--- src/hdl/c2s_pkg.sv ---
`default_nettype none
package c2s_pkg;

   // CORDIC word, angle accumulator and rotation count.
   localparam int CORDIC_WIDTH = 64;
   localparam int ACC_WIDTH    = 36;
   localparam int CORDIC_STEPS = 31;

   // Angles in Q.30 radians.
   localparam longint PI_Q30            = 64'sd3373259426;
   localparam longint THREE_HALF_PI_Q30 = 64'sd5059889139;
   localparam longint TWO_PI_Q30        = 64'sd6746518852;

   // Operands are doubled until the larger magnitude reaches 2^57.
   localparam logic [CORDIC_WIDTH-1:0] NORM_LIMIT   = 64'h0200_0000_0000_0000;
   localparam logic [CORDIC_WIDTH-1:0] COARSE_LIMIT = 64'h0002_0000_0000_0000;

   // atan(2^-i) in Q.30, truncated.
   localparam logic [29:0] ATAN_TAB [CORDIC_STEPS] = '{
      30'd843314856, 30'd497837829, 30'd263043836, 30'd133525158, 30'd67021686,
      30'd33543515, 30'd16775850, 30'd8388437, 30'd4194282, 30'd2097149,
      30'd1048575, 30'd524287, 30'd262143, 30'd131071, 30'd65535, 30'd32767,
      30'd16383, 30'd8191, 30'd4095, 30'd2047, 30'd1023, 30'd511, 30'd255,
      30'd127, 30'd63, 30'd31, 30'd15, 30'd7, 30'd3, 30'd1, 30'd0
   };

   // Rounds a Q.30 angle to frac_bits fraction bits.
   function automatic longint to_frac(input longint q30, input int frac_bits);
      return (q30 + (longint'(1) <<< (29 - frac_bits))) >>> (30 - frac_bits);
   endfunction

   typedef struct packed {
      logic load;
      logic square;
      logic sum;
      logic start_root;
      logic start_az;
      logic keep_az;
      logic start_pol;
      logic finish;
   } cmd_type;

   typedef struct packed {
      logic root_idle;
      logic cordic_idle;
      logic out_free;
   } status_type;

endpackage
`default_nettype wire

--- src/hdl/cartesian_to_spherical_unwrap.sv ---
// Converts lidar points from Cartesian millimetres to range, polar angle and
// unwrapped azimuth, with angles in radians scaled by 2^ANGLE_FRAC_BITS. One
// point is processed at a time: after a transfer on the request channel the
// block computes the squares and their sums, then runs two bit-serial square
// roots alongside the azimuth CORDIC, and then the polar CORDIC on the same
// unit. Each CORDIC pass on a nonzero vector normalizes its operands and then
// runs the rotations. The time per item is set by the planar square root
// followed by the shared CORDIC unit. The result waits in an output register,
// so a new request transfer is taken as soon as the previous point has been
// written there. The azimuth is unwrapped against the previous result unless
// first_point is set, and saturates with a flag.
`default_nettype none
module cartesian_to_spherical_unwrap
   import c2s_pkg::*;
#(
   parameter int COORD_WIDTH     = 20,
   parameter int ANGLE_FRAC_BITS = 13
) (
   input  wire logic                                clock,
   input  wire logic                                reset,
   input  wire logic                                req_valid,
   output logic                                     req_stall,
   input  wire logic signed [COORD_WIDTH-1:0]       req_x_mm,
   input  wire logic signed [COORD_WIDTH-1:0]       req_y_mm,
   input  wire logic signed [COORD_WIDTH-1:0]       req_z_mm,
   input  wire logic                                req_first_point,
   output logic                                     rsp_valid,
   input  wire logic                                rsp_stall,
   output logic [COORD_WIDTH-1:0]                   rsp_range_mm,
   output logic [ANGLE_FRAC_BITS+1:0]               rsp_polar_angle,
   output logic signed [ANGLE_FRAC_BITS+5:0]        rsp_azimuth,
   output logic                                     rsp_azimuth_saturated
);
   localparam logic [ANGLE_FRAC_BITS+1:0] POLAR_MAX =
      (ANGLE_FRAC_BITS+2)'(to_frac(PI_Q30, ANGLE_FRAC_BITS));
   localparam logic signed [ANGLE_FRAC_BITS+5:0] AZ_HI =
      (ANGLE_FRAC_BITS+6)'((longint'(1) <<< (ANGLE_FRAC_BITS + 5)) - 1);
   localparam logic signed [ANGLE_FRAC_BITS+5:0] AZ_LO = ~AZ_HI;

   // Commands from the controller and status from the datapath.
   cmd_type    cmd;
   status_type status;

   c2s_ctrl u_ctrl (
      .clock     (clock),
      .reset     (reset),
      .req_valid (req_valid),
      .req_stall (req_stall),
      .status    (status),
      .cmd       (cmd)
   );

   c2s_datapath #(
      .W (COORD_WIDTH),
      .F (ANGLE_FRAC_BITS)
   ) u_datapath (
      .clock                 (clock),
      .reset                 (reset),
      .req_x_mm              (req_x_mm),
      .req_y_mm              (req_y_mm),
      .req_z_mm              (req_z_mm),
      .req_first_point       (req_first_point),
      .cmd                   (cmd),
      .status                (status),
      .rsp_stall             (rsp_stall),
      .rsp_valid             (rsp_valid),
      .rsp_range_mm          (rsp_range_mm),
      .rsp_polar_angle       (rsp_polar_angle),
      .rsp_azimuth           (rsp_azimuth),
      .rsp_azimuth_saturated (rsp_azimuth_saturated)
   );

`ifndef SYNTHESIS
   // Only one point is in flight: a request transfer closes the input side.
   a_one_in_flight: assert property (@(posedge clock) disable iff (reset)
      req_valid && !req_stall |=> req_stall)
      else $error("request accepted while a point is in flight");

   // The saturation flag only accompanies an azimuth at a field limit.
   a_sat_at_limit: assert property (@(posedge clock) disable iff (reset)
      rsp_valid && rsp_azimuth_saturated |-> rsp_azimuth == AZ_HI || rsp_azimuth == AZ_LO)
      else $error("saturation flag without clamped azimuth");

   // The polar angle never exceeds pi.
   a_polar_range: assert property (@(posedge clock) disable iff (reset)
      rsp_valid |-> rsp_polar_angle <= POLAR_MAX)
      else $error("polar angle above pi");
`endif
endmodule
`default_nettype wire

--- src/hdl/c2s_sqrt.sv ---
`default_nettype none
module c2s_sqrt #(
   parameter int RW = 40
) (
   input  wire logic            clock,
   input  wire logic            reset,
   input  wire logic            start,
   input  wire logic [RW-1:0]   radicand,
   output logic                 idle,
   output logic [RW/2-1:0]      root,
   output logic [RW/2+1:0]      rem
);
   localparam int HW    = RW / 2;
   localparam int CNT_W = $clog2(HW + 1);

   logic [RW-1:0]    rad_ff, rad_in;
   logic [HW-1:0]    root_ff, root_in;
   logic [HW+1:0]    rem_ff, rem_in;
   logic [CNT_W-1:0] cnt_ff, cnt_in;
   logic             busy_ff, busy_in;
   logic [HW+1:0]    rem_sh, trial;
   logic             ge;

   // Restoring square root, one result bit per cycle.
   always_comb begin
      rem_sh  = {rem_ff[HW-1:0], rad_ff[RW-1:RW-2]};
      trial   = {root_ff, 2'b01};
      ge      = rem_sh >= trial;
      rad_in  = rad_ff;
      root_in = root_ff;
      rem_in  = rem_ff;
      cnt_in  = cnt_ff;
      busy_in = busy_ff;
      if (start) begin
         rad_in  = radicand;
         root_in = '0;
         rem_in  = '0;
         cnt_in  = CNT_W'(HW);
         busy_in = 1'b1;
      end else if (busy_ff) begin
         rad_in  = {rad_ff[RW-3:0], 2'b00};
         rem_in  = ge ? rem_sh - trial : rem_sh;
         root_in = {root_ff[HW-2:0], ge};
         cnt_in  = cnt_ff - CNT_W'(1);
         busy_in = cnt_ff != CNT_W'(1);
      end
   end

   always_ff @(posedge clock) begin
      rad_ff  <= rad_in;
      root_ff <= root_in;
      rem_ff  <= rem_in;
      cnt_ff  <= cnt_in;
      if (reset) begin
         busy_ff <= 1'b0;
      end else begin
         busy_ff <= busy_in;
      end
   end

   assign idle = !busy_ff;
   assign root = root_ff;
   assign rem  = rem_ff;
endmodule
`default_nettype wire

--- src/hdl/c2s_cordic.sv ---
`default_nettype none
module c2s_cordic
   import c2s_pkg::*;
#(
   parameter int F = 13
) (
   input  wire logic                           clock,
   input  wire logic                           reset,
   input  wire logic                           start,
   input  wire logic signed [CORDIC_WIDTH-1:0] y_in,
   input  wire logic signed [CORDIC_WIDTH-1:0] x_in,
   output logic                                idle,
   output logic signed [F+2:0]                 result
);
   typedef enum logic [2:0] {
      PH_IDLE = 3'b001,
      PH_NORM = 3'b010,
      PH_ROT  = 3'b100
   } phase_type;

   localparam logic signed [ACC_WIDTH-1:0] PI_A  = ACC_WIDTH'(PI_Q30);
   localparam logic signed [ACC_WIDTH-1:0] RND_A = ACC_WIDTH'(longint'(1) <<< (29 - F));

   phase_type                      phase_ff, phase_in;
   logic signed [CORDIC_WIDTH-1:0] x_ff, x_in_r, y_ff, y_in_r;
   logic signed [ACC_WIDTH-1:0]    ang_ff, ang_in;
   logic [4:0]                     i_ff, i_in;
   logic [CORDIC_WIDTH-1:0]        mx, my;
   logic signed [CORDIC_WIDTH-1:0] dx, dy;
   logic signed [ACC_WIDTH-1:0]    tab, clamped, rounded, shifted;

   always_comb begin
      mx  = x_ff[CORDIC_WIDTH-1] ? -x_ff : x_ff;
      my  = y_ff[CORDIC_WIDTH-1] ? -y_ff : y_ff;
      dx  = y_ff >>> i_ff;
      dy  = x_ff >>> i_ff;
      tab = $signed({{(ACC_WIDTH-30){1'b0}}, ATAN_TAB[i_ff]});
      phase_in = phase_ff;
      x_in_r   = x_ff;
      y_in_r   = y_ff;
      ang_in   = ang_ff;
      i_in     = i_ff;
      if (start) begin
         if (x_in == '0 && y_in == '0) begin
            ang_in   = '0;
            phase_in = PH_IDLE;
         end else if (x_in[CORDIC_WIDTH-1]) begin
            x_in_r   = -x_in;
            y_in_r   = -y_in;
            ang_in   = y_in[CORDIC_WIDTH-1] ? -PI_A : PI_A;
            phase_in = PH_NORM;
         end else begin
            x_in_r   = x_in;
            y_in_r   = y_in;
            ang_in   = '0;
            phase_in = PH_NORM;
         end
      end else begin
         unique case (phase_ff)
            PH_IDLE: begin
            end
            PH_NORM: begin
               if (mx < COARSE_LIMIT && my < COARSE_LIMIT) begin
                  x_in_r = x_ff <<< 8;
                  y_in_r = y_ff <<< 8;
               end else if (mx < NORM_LIMIT && my < NORM_LIMIT) begin
                  x_in_r = x_ff <<< 1;
                  y_in_r = y_ff <<< 1;
               end else begin
                  i_in     = '0;
                  phase_in = PH_ROT;
               end
            end
            PH_ROT: begin
               if (!y_ff[CORDIC_WIDTH-1]) begin
                  x_in_r = x_ff + dx;
                  y_in_r = y_ff - dy;
                  ang_in = ang_ff + tab;
               end else begin
                  x_in_r = x_ff - dx;
                  y_in_r = y_ff + dy;
                  ang_in = ang_ff - tab;
               end
               i_in = i_ff + 5'd1;
               if (i_ff == 5'(CORDIC_STEPS - 1)) begin
                  phase_in = PH_IDLE;
               end
            end
            default: phase_in = PH_IDLE;
         endcase
      end
   end

   always_ff @(posedge clock) begin
      x_ff   <= x_in_r;
      y_ff   <= y_in_r;
      ang_ff <= ang_in;
      i_ff   <= i_in;
      if (reset) begin
         phase_ff <= PH_IDLE;
      end else begin
         phase_ff <= phase_in;
      end
   end

   always_comb begin
      if (ang_ff > PI_A) begin
         clamped = PI_A;
      end else if (ang_ff < -PI_A) begin
         clamped = -PI_A;
      end else begin
         clamped = ang_ff;
      end
      rounded = clamped + RND_A;
      shifted = rounded >>> (30 - F);
   end

   assign idle   = phase_ff == PH_IDLE;
   assign result = shifted[F+2:0];
endmodule
`default_nettype wire

--- src/hdl/c2s_datapath.sv ---
`default_nettype none
module c2s_datapath
   import c2s_pkg::*;
#(
   parameter int W = 20,
   parameter int F = 13
) (
   input  wire logic                clock,
   input  wire logic                reset,
   input  wire logic signed [W-1:0] req_x_mm,
   input  wire logic signed [W-1:0] req_y_mm,
   input  wire logic signed [W-1:0] req_z_mm,
   input  wire logic                req_first_point,
   input  wire cmd_type             cmd,
   output status_type               status,
   input  wire logic                rsp_stall,
   output logic                     rsp_valid,
   output logic [W-1:0]             rsp_range_mm,
   output logic [F+1:0]             rsp_polar_angle,
   output logic signed [F+5:0]      rsp_azimuth,
   output logic                     rsp_azimuth_saturated
);
   localparam int UW = F + 8;
   localparam int RXW = W + 24;
   localparam logic signed [UW-1:0] THP_U = UW'(to_frac(THREE_HALF_PI_Q30, F));
   localparam logic signed [UW-1:0] TP_U  = UW'(to_frac(TWO_PI_Q30, F));
   localparam logic signed [F+2:0]  PI_P  = (F+3)'(to_frac(PI_Q30, F));
   localparam logic signed [UW-1:0] AZ_MAX = UW'((longint'(1) <<< (F + 5)) - 1);
   localparam logic signed [UW-1:0] AZ_MIN = -UW'(longint'(1) <<< (F + 5));

   logic signed [W-1:0]  x_ff, y_ff, z_ff;
   logic                 first_ff;
   logic [W-1:0]         ax, ay, az;
   logic [2*W-1:0]       sq_x_ff, sq_y_ff, sq_z_ff, sxy_ff, sall_ff;
   logic signed [F+2:0]  phi_ff;
   logic signed [F+5:0]  prev_ff, az_in;
   logic                 valid_ff, sat_in;
   logic [W-1:0]         range_ff, range_in;
   logic [F+1:0]         polar_ff, polar_in;
   logic signed [F+5:0]  azimuth_ff;
   logic                 sat_ff;

   logic                 rng_idle, rxy_idle, cordic_idle;
   logic [W-1:0]         rng_root;
   logic [W+1:0]         rng_rem;
   logic [RXW-1:0]       rxy_root;
   logic [RXW+1:0]       rxy_rem;
   logic signed [CORDIC_WIDTH-1:0] cy, cx;
   logic signed [F+2:0]  ang;
   logic signed [UW-1:0] phi_w, prev_w, diff, unwr;

   always_comb begin
      ax = x_ff[W-1] ? -x_ff : x_ff;
      ay = y_ff[W-1] ? -y_ff : y_ff;
      az = z_ff[W-1] ? -z_ff : z_ff;
   end

   always_ff @(posedge clock) begin
      if (cmd.load) begin
         x_ff     <= req_x_mm;
         y_ff     <= req_y_mm;
         z_ff     <= req_z_mm;
         first_ff <= req_first_point;
      end
      if (cmd.square) begin
         sq_x_ff <= (2*W)'(ax) * (2*W)'(ax);
         sq_y_ff <= (2*W)'(ay) * (2*W)'(ay);
         sq_z_ff <= (2*W)'(az) * (2*W)'(az);
      end
      if (cmd.sum) begin
         sxy_ff  <= sq_x_ff + sq_y_ff;
         sall_ff <= sq_x_ff + sq_y_ff + sq_z_ff;
      end
      if (cmd.keep_az) begin
         phi_ff <= ang;
      end
   end

   c2s_sqrt #(.RW(2*W)) u_range_root (
      .clock    (clock),
      .reset    (reset),
      .start    (cmd.start_root),
      .radicand (sall_ff),
      .idle     (rng_idle),
      .root     (rng_root),
      .rem      (rng_rem)
   );

   c2s_sqrt #(.RW(2*W+48)) u_planar_root (
      .clock    (clock),
      .reset    (reset),
      .start    (cmd.start_root),
      .radicand ({sxy_ff, 48'd0}),
      .idle     (rxy_idle),
      .root     (rxy_root),
      .rem      (rxy_rem)
   );

   always_comb begin
      if (cmd.start_pol) begin
         cy = $signed({{(CORDIC_WIDTH-RXW){1'b0}}, rxy_root});
         cx = $signed({{(CORDIC_WIDTH-W){z_ff[W-1]}}, z_ff}) <<< 24;
      end else begin
         cy = $signed({{(CORDIC_WIDTH-W){y_ff[W-1]}}, y_ff});
         cx = $signed({{(CORDIC_WIDTH-W){x_ff[W-1]}}, x_ff});
      end
   end

   c2s_cordic #(.F(F)) u_cordic (
      .clock  (clock),
      .reset  (reset),
      .start  (cmd.start_az | cmd.start_pol),
      .y_in   (cy),
      .x_in   (cx),
      .idle   (cordic_idle),
      .result (ang)
   );

   // Range rounds up when the remainder exceeds the root.
   always_comb begin
      range_in = rng_root + W'(rng_rem > {2'b00, rng_root});
      if (ang[F+2]) begin
         polar_in = '0;
      end else if (ang > PI_P) begin
         polar_in = PI_P[F+1:0];
      end else begin
         polar_in = ang[F+1:0];
      end
      phi_w  = {{5{phi_ff[F+2]}}, phi_ff};
      prev_w = {{2{prev_ff[F+5]}}, prev_ff};
      diff   = phi_w - prev_w;
      unwr   = phi_w;
      if (!first_ff) begin
         if (diff > THP_U) begin
            unwr = phi_w - TP_U;
         end else if (diff < -THP_U) begin
            unwr = phi_w + TP_U;
         end
      end
      sat_in = 1'b0;
      az_in  = unwr[F+5:0];
      if (unwr > AZ_MAX) begin
         az_in  = AZ_MAX[F+5:0];
         sat_in = 1'b1;
      end else if (unwr < AZ_MIN) begin
         az_in  = AZ_MIN[F+5:0];
         sat_in = 1'b1;
      end
   end

   always_ff @(posedge clock) begin
      if (cmd.finish) begin
         range_ff   <= range_in;
         polar_ff   <= polar_in;
         azimuth_ff <= az_in;
         sat_ff     <= sat_in;
      end
      if (reset) begin
         valid_ff <= 1'b0;
         prev_ff  <= '0;
      end else begin
         if (cmd.finish) begin
            valid_ff <= 1'b1;
            prev_ff  <= az_in;
         end else if (!rsp_stall) begin
            valid_ff <= 1'b0;
         end
      end
   end

   always_comb begin
      status.root_idle   = rng_idle & rxy_idle;
      status.cordic_idle = cordic_idle;
      status.out_free    = !valid_ff || !rsp_stall;
   end

   assign rsp_valid             = valid_ff;
   assign rsp_range_mm          = range_ff;
   assign rsp_polar_angle       = polar_ff;
   assign rsp_azimuth           = azimuth_ff;
   assign rsp_azimuth_saturated = sat_ff;
endmodule
`default_nettype wire

--- src/hdl/c2s_ctrl.sv ---
`default_nettype none
module c2s_ctrl
   import c2s_pkg::*;
(
   input  wire logic       clock,
   input  wire logic       reset,
   input  wire logic       req_valid,
   output logic            req_stall,
   input  wire status_type status,
   output cmd_type         cmd
);
   typedef enum logic [6:0] {
      ST_IDLE     = 7'b0000001,
      ST_SQUARE   = 7'b0000010,
      ST_SUM      = 7'b0000100,
      ST_START    = 7'b0001000,
      ST_WAIT_AZ  = 7'b0010000,
      ST_POLAR    = 7'b0100000,
      ST_WAIT_POL = 7'b1000000
   } state_type;

   state_type state_ff, state_in;

   always_comb begin
      cmd      = '0;
      state_in = state_ff;
      unique case (state_ff)
         ST_IDLE: begin
            if (req_valid) begin
               cmd.load = 1'b1;
               state_in = ST_SQUARE;
            end
         end
         ST_SQUARE: begin
            cmd.square = 1'b1;
            state_in   = ST_SUM;
         end
         ST_SUM: begin
            cmd.sum  = 1'b1;
            state_in = ST_START;
         end
         ST_START: begin
            cmd.start_root = 1'b1;
            cmd.start_az   = 1'b1;
            state_in       = ST_WAIT_AZ;
         end
         ST_WAIT_AZ: begin
            if (status.root_idle && status.cordic_idle) begin
               cmd.keep_az = 1'b1;
               state_in    = ST_POLAR;
            end
         end
         ST_POLAR: begin
            cmd.start_pol = 1'b1;
            state_in      = ST_WAIT_POL;
         end
         ST_WAIT_POL: begin
            if (status.cordic_idle && status.out_free) begin
               cmd.finish = 1'b1;
               state_in   = ST_IDLE;
            end
         end
         default: state_in = ST_IDLE;
      endcase
   end

   always_ff @(posedge clock) begin
      if (reset) begin
         state_ff <= ST_IDLE;
      end else begin
         state_ff <= state_in;
      end
   end

   assign req_stall = state_ff != ST_IDLE;
endmodule
`default_nettype wire

--- config.mk ---
export PLATFORM = sky130hd
export DESIGN_NAME = cartesian_to_spherical_unwrap
export DESIGN_NICKNAME = d
export VERILOG_FILES = /design/src/hdl/c2s_pkg.sv /design/src/hdl/cartesian_to_spherical_unwrap.sv /design/src/hdl/c2s_sqrt.sv /design/src/hdl/c2s_cordic.sv /design/src/hdl/c2s_datapath.sv /design/src/hdl/c2s_ctrl.sv
export SDC_FILE = /design/constraint.sdc
export NUM_CORES = 2
export LEC_CHECK = 0
export BUFFER_PORTS_ARGS = -buffer_cell sky130_fd_sc_hd__buf_2
export CORE_MARGIN = 2
export CORE_UTILIZATION = 42
export CTS_BUF_LIST = sky130_fd_sc_hd__clkbuf_8
export CTS_CLUSTER_SIZE = 10
export DETAILED_ROUTE_END_ITERATION = 12
export GPL_TIMING_DRIVEN = 0
export PLACE_DENSITY = 0.71
export REMOVE_ABC_BUFFERS = 1
export SYNTH_ARGS = -nofsm -noshare
export SYNTH_HDL_FRONTEND = slang
export SYNTH_SLANG_ARGS = --single-unit
--- constraint.sdc ---
create_clock -name clock -period 13.9 [get_ports clock]
set_input_delay 2.78 -clock clock [delete_from_list [all_inputs] [get_ports clock]]
set_output_delay 2.78 -clock clock [all_outputs]
set_load 0.03 [all_outputs]
==> results.py <==
metrics = {
    "synth": {
        "ys_types": 113,
        "synth_top_area_cell": "edfxtp_1",
        "netlist.area_leader.share_pct": 17.7,
        "yosysWarnings": 0,
        "synth-seq-cells": 751,
        "synthFlopType": "edfxtp_1",
        "synth.avg_cell_area_um2": 8.97,
        "synth_area_mm2": 0.0980,
        "seq_area_frac_synth_pct": 21.2,
        "synth_cells": 10900,
        "synthTopCellsByArea": "edfxtp_1 18%, fa_1 17%, ha_1 10%, inv_1 5.2%, xnor2_1 4.2%",
        "synth-async-reset-ratio_pct": 0,
        "synth_edf_count": 578,
    },
    "sta": {
        "tightestPinTransition_ns": 1.49,
        "finalHoldViolations": 0,
        "timing.final.crit_share_pct": 83.9,
        "fmax_ghz": 0.0857,
        "skew_ns": 0.0830,
        "maxSlewViolCount": 1,
        "whs_ns": 0.458,
        "rsz0062_at_grt": "no",
        "post-route-min-period_ns": 11.67,
        "maxSlewHeadroom_pct": -2.31,
        "setup_viol": 0,
    },
    "finish": {
        "nFillCells": 22000,
        "drive_gt1_share_pct": 7.82,
        "syn_to_final_growth_pct": 8.47,
        "finish.instance_area_mm2": 0.106,
        "layout_common_cells": "1400 x inv_1, 1068 x nand2_1, 936 x nor2_1, 850 x fa_1, 787 x ha_1",
        "final_common_cell": "inv_1",
        "finalNetCount": 12500,
    },
    "run_status": {
        "outcome": "complete, but fails checks",
        "violations": "max-capacitance violations, max-slew violations",
    },
    "clocking": {
        "cts_buffers": 141,
        "postCtsSetupBuffers": 0,
        "cts_max_level": 4,
        "cts_resized": 0,
        "cts.sinks": 751,
        "ctsHoldBuffers": 0,
        "cts_tree": "yes",
        "clk_pin_slew_ns": 0.07,
        "root_buffer": "clkbuf_8",
        "ctsLongestPathBuffers": 3,
        "clock_latency_ns": 0.95,
    },
    "setup_path": {
        "ff2ff_setup_slack_ns": 2.23,
        "end_kind": "flop",
        "timing.rr.start": "u_datapath.y_ff[0]",
        "cp_common_cell": "fa_1",
        "path_max_fanout": 14,
        "cp.required_ns": 14.53,
        "slowest_delay_ns": 1.08,
        "cpMaxStageDelayCell": "xor2_1",
        "worstPathArrival_ns": 12.29,
        "cp-start-kind": "flop",
        "r2r-end": "u_datapath.sq_y_ff[38]",
        "crit_type": "flop to flop",
        "ff2ff_path_depth": 31,
    },
    "floorplan": {
        "dieHeight_um": 487,
        "die_w_um": 487,
        "start_util_pct": 42.2,
        "design.die.area_mm2": 0.237,
        "rows": 177,
        "coreArea_mm2": 0.232,
        "ios": 122,
    },
    "hold_path": {
        "hold_depth": 2,
        "hold_path.class": "flop to flop",
        "holdPathEnd": "u_datapath.prev_ff[17]",
        "worstHoldStart": "u_datapath.prev_ff[17]",
    },
    "route": {
        "drt_iter0_markers": 8025,
        "vias_per_cell": 5.82,
        "vias": 81400,
        "top_layer": "met4",
        "routed_wl_mm": 288,
        "met1_length_mm": 116,
        "drt-pass1-iter-count": 9,
        "drt-wirelength-per-cell_um": 20.6,
        "drc": 0,
        "wl_met3_mm": 23.4,
        "dr_wl_met2_mm": 131,
        "ant_nets": 0,
    },
    "global_route": {
        "grt_pass1_vias": 80500,
        "grt_use_total_pct": 24.1,
        "overflow": 0,
        "grt_pass1_wl_mm": 453,
        "grt_max_degree": 87,
        "antenna_found_initial": 6,
    },
    "placed_design": {
        "dpl_cell_area_mm2": 0.103,
        "routabilityCongestion": 0.981,
        "place.detailed.hpwl_mm": 223,
        "portBuffers": 121,
    },
    "run": {
        "max_cap_viol_count": 3,
    },
}
==> through the flow <==
stage / TNS [ns] / util (%) / worst slack, ns / std cells
finish: 0 / 45.8 / 2.23 / 14000
global route: 0 / 45.8 / 1.60 / 14000
CTS: 0 / 45.7 / 1.88 / 14000
detailed placement: 0 / 44.4 / 1.94 / 13700
global placement: -2591.10 / 43.2 / -15.82 / 13600
floorplan: -321.22 / - / -2.51 / 10500
==> worst max path at each step <==
stage | start | endpoint | slack (ns) | cells past startpoint
detailed placement | u_datapath.y_ff[0] | u_datapath.sq_y_ff[39] | 1.94 | 30
global placement | u_ctrl.state_ff[6] | u_datapath.u_cordic.x_ff[40] | -15.82 | 6
global route | u_datapath.y_ff[0] | u_datapath.sq_y_ff[38] | 1.60 | 32
CTS | u_datapath.y_ff[0] | u_datapath.sq_y_ff[39] | 1.88 | 30
floorplan | u_ctrl.state_ff[6] | u_datapath.u_cordic.x_ff[0] | -2.51 | 6
finish | u_datapath.y_ff[0] | u_datapath.sq_y_ff[38] | 2.23 | 31
==> area by class of cell <==
class,instances,area [µm²],share of cell area [%]
Clock buffer,153,2110,1.98
Inverter,1389,5230,4.92
Timing Repair Buffer,233,3110,2.93
Antenna cell,4,10.0,0.00942
Sequential cell,751,20800,19.6
Multi-Input combinational cell,8320,70400,66.2
Clock inverter,99,857,0.806
Tap cell,3043,3810,3.58
==> registers in the layout, summed over array words and instances (netlist names), 40 cells and up <==
signal and cells:
u_datapath.u_planar_root.root 44, u_datapath.u_cordic.x_ff 64, u_datapath.sxy_ff 40, u_datapath.u_planar_root.rad_ff 40, u_datapath.u_planar_root.rem 44, u_datapath.sall_ff 40, u_datapath.u_cordic.y_ff 64, u_datapath.u_range_root.rad_ff 40
==> logic make-up (layout without fill, tap and decap cells) <==
group	Yosys count	in the layout	share of synthesized area (%)
muxes	590	590	8.44
other	2	53	0.00766
xor gates and xnor gates	733	733	6.59
AOI/OAI and AO/OA	2371	2371	15.2
adders and majority gates	1637	1637	27.4
buffers and inverters	1909	1874	7.55
DFF	751	751	21.2
and+or+nand+nor	2940	2940	13.5
==> synth_stat cells, drive strengths merged (71+ instances only) <==
master / n
a31oi: 109
a211oi: 82
o21ai: 496
a21oi: 763
inv: 1374
nand3: 146
nor3: 151
nor2: 946
xor2: 262
nor4: 71
nand2: 1074
mux4: 176
xnor2: 468
mux2: 92
fa: 850
edfxtp: 578
dfxtp: 173
nor2b: 79
nand2b: 80
a21o: 250
o21a: 72
clkbuf: 378
ha: 787
and3: 72
buf: 142
mux2i: 322
==> layer usage <==
layer	vias up	GRT usage, %
li1	37600	-
met1	39500	31.3
met2	3525	38.3
met3	798	4.19
met4	0	12.7
met5	-	0
==> critical path: cells and delay by family, from the launching register on <==
kind	cells	cell delay, ns
flip-flops	1	0.79
XOR/XNOR	2	1.17
AND/OR/NAND/NOR	4	1.21
AO/OA/AOI/OAI	11	2.80
buffers and inverters	5	1.50
adder cells (fa/ha/maj)	9	3.91
Power is not shown: default switching activity piles up to over one toggle a cycle in this logic, so the estimate is an artifact.
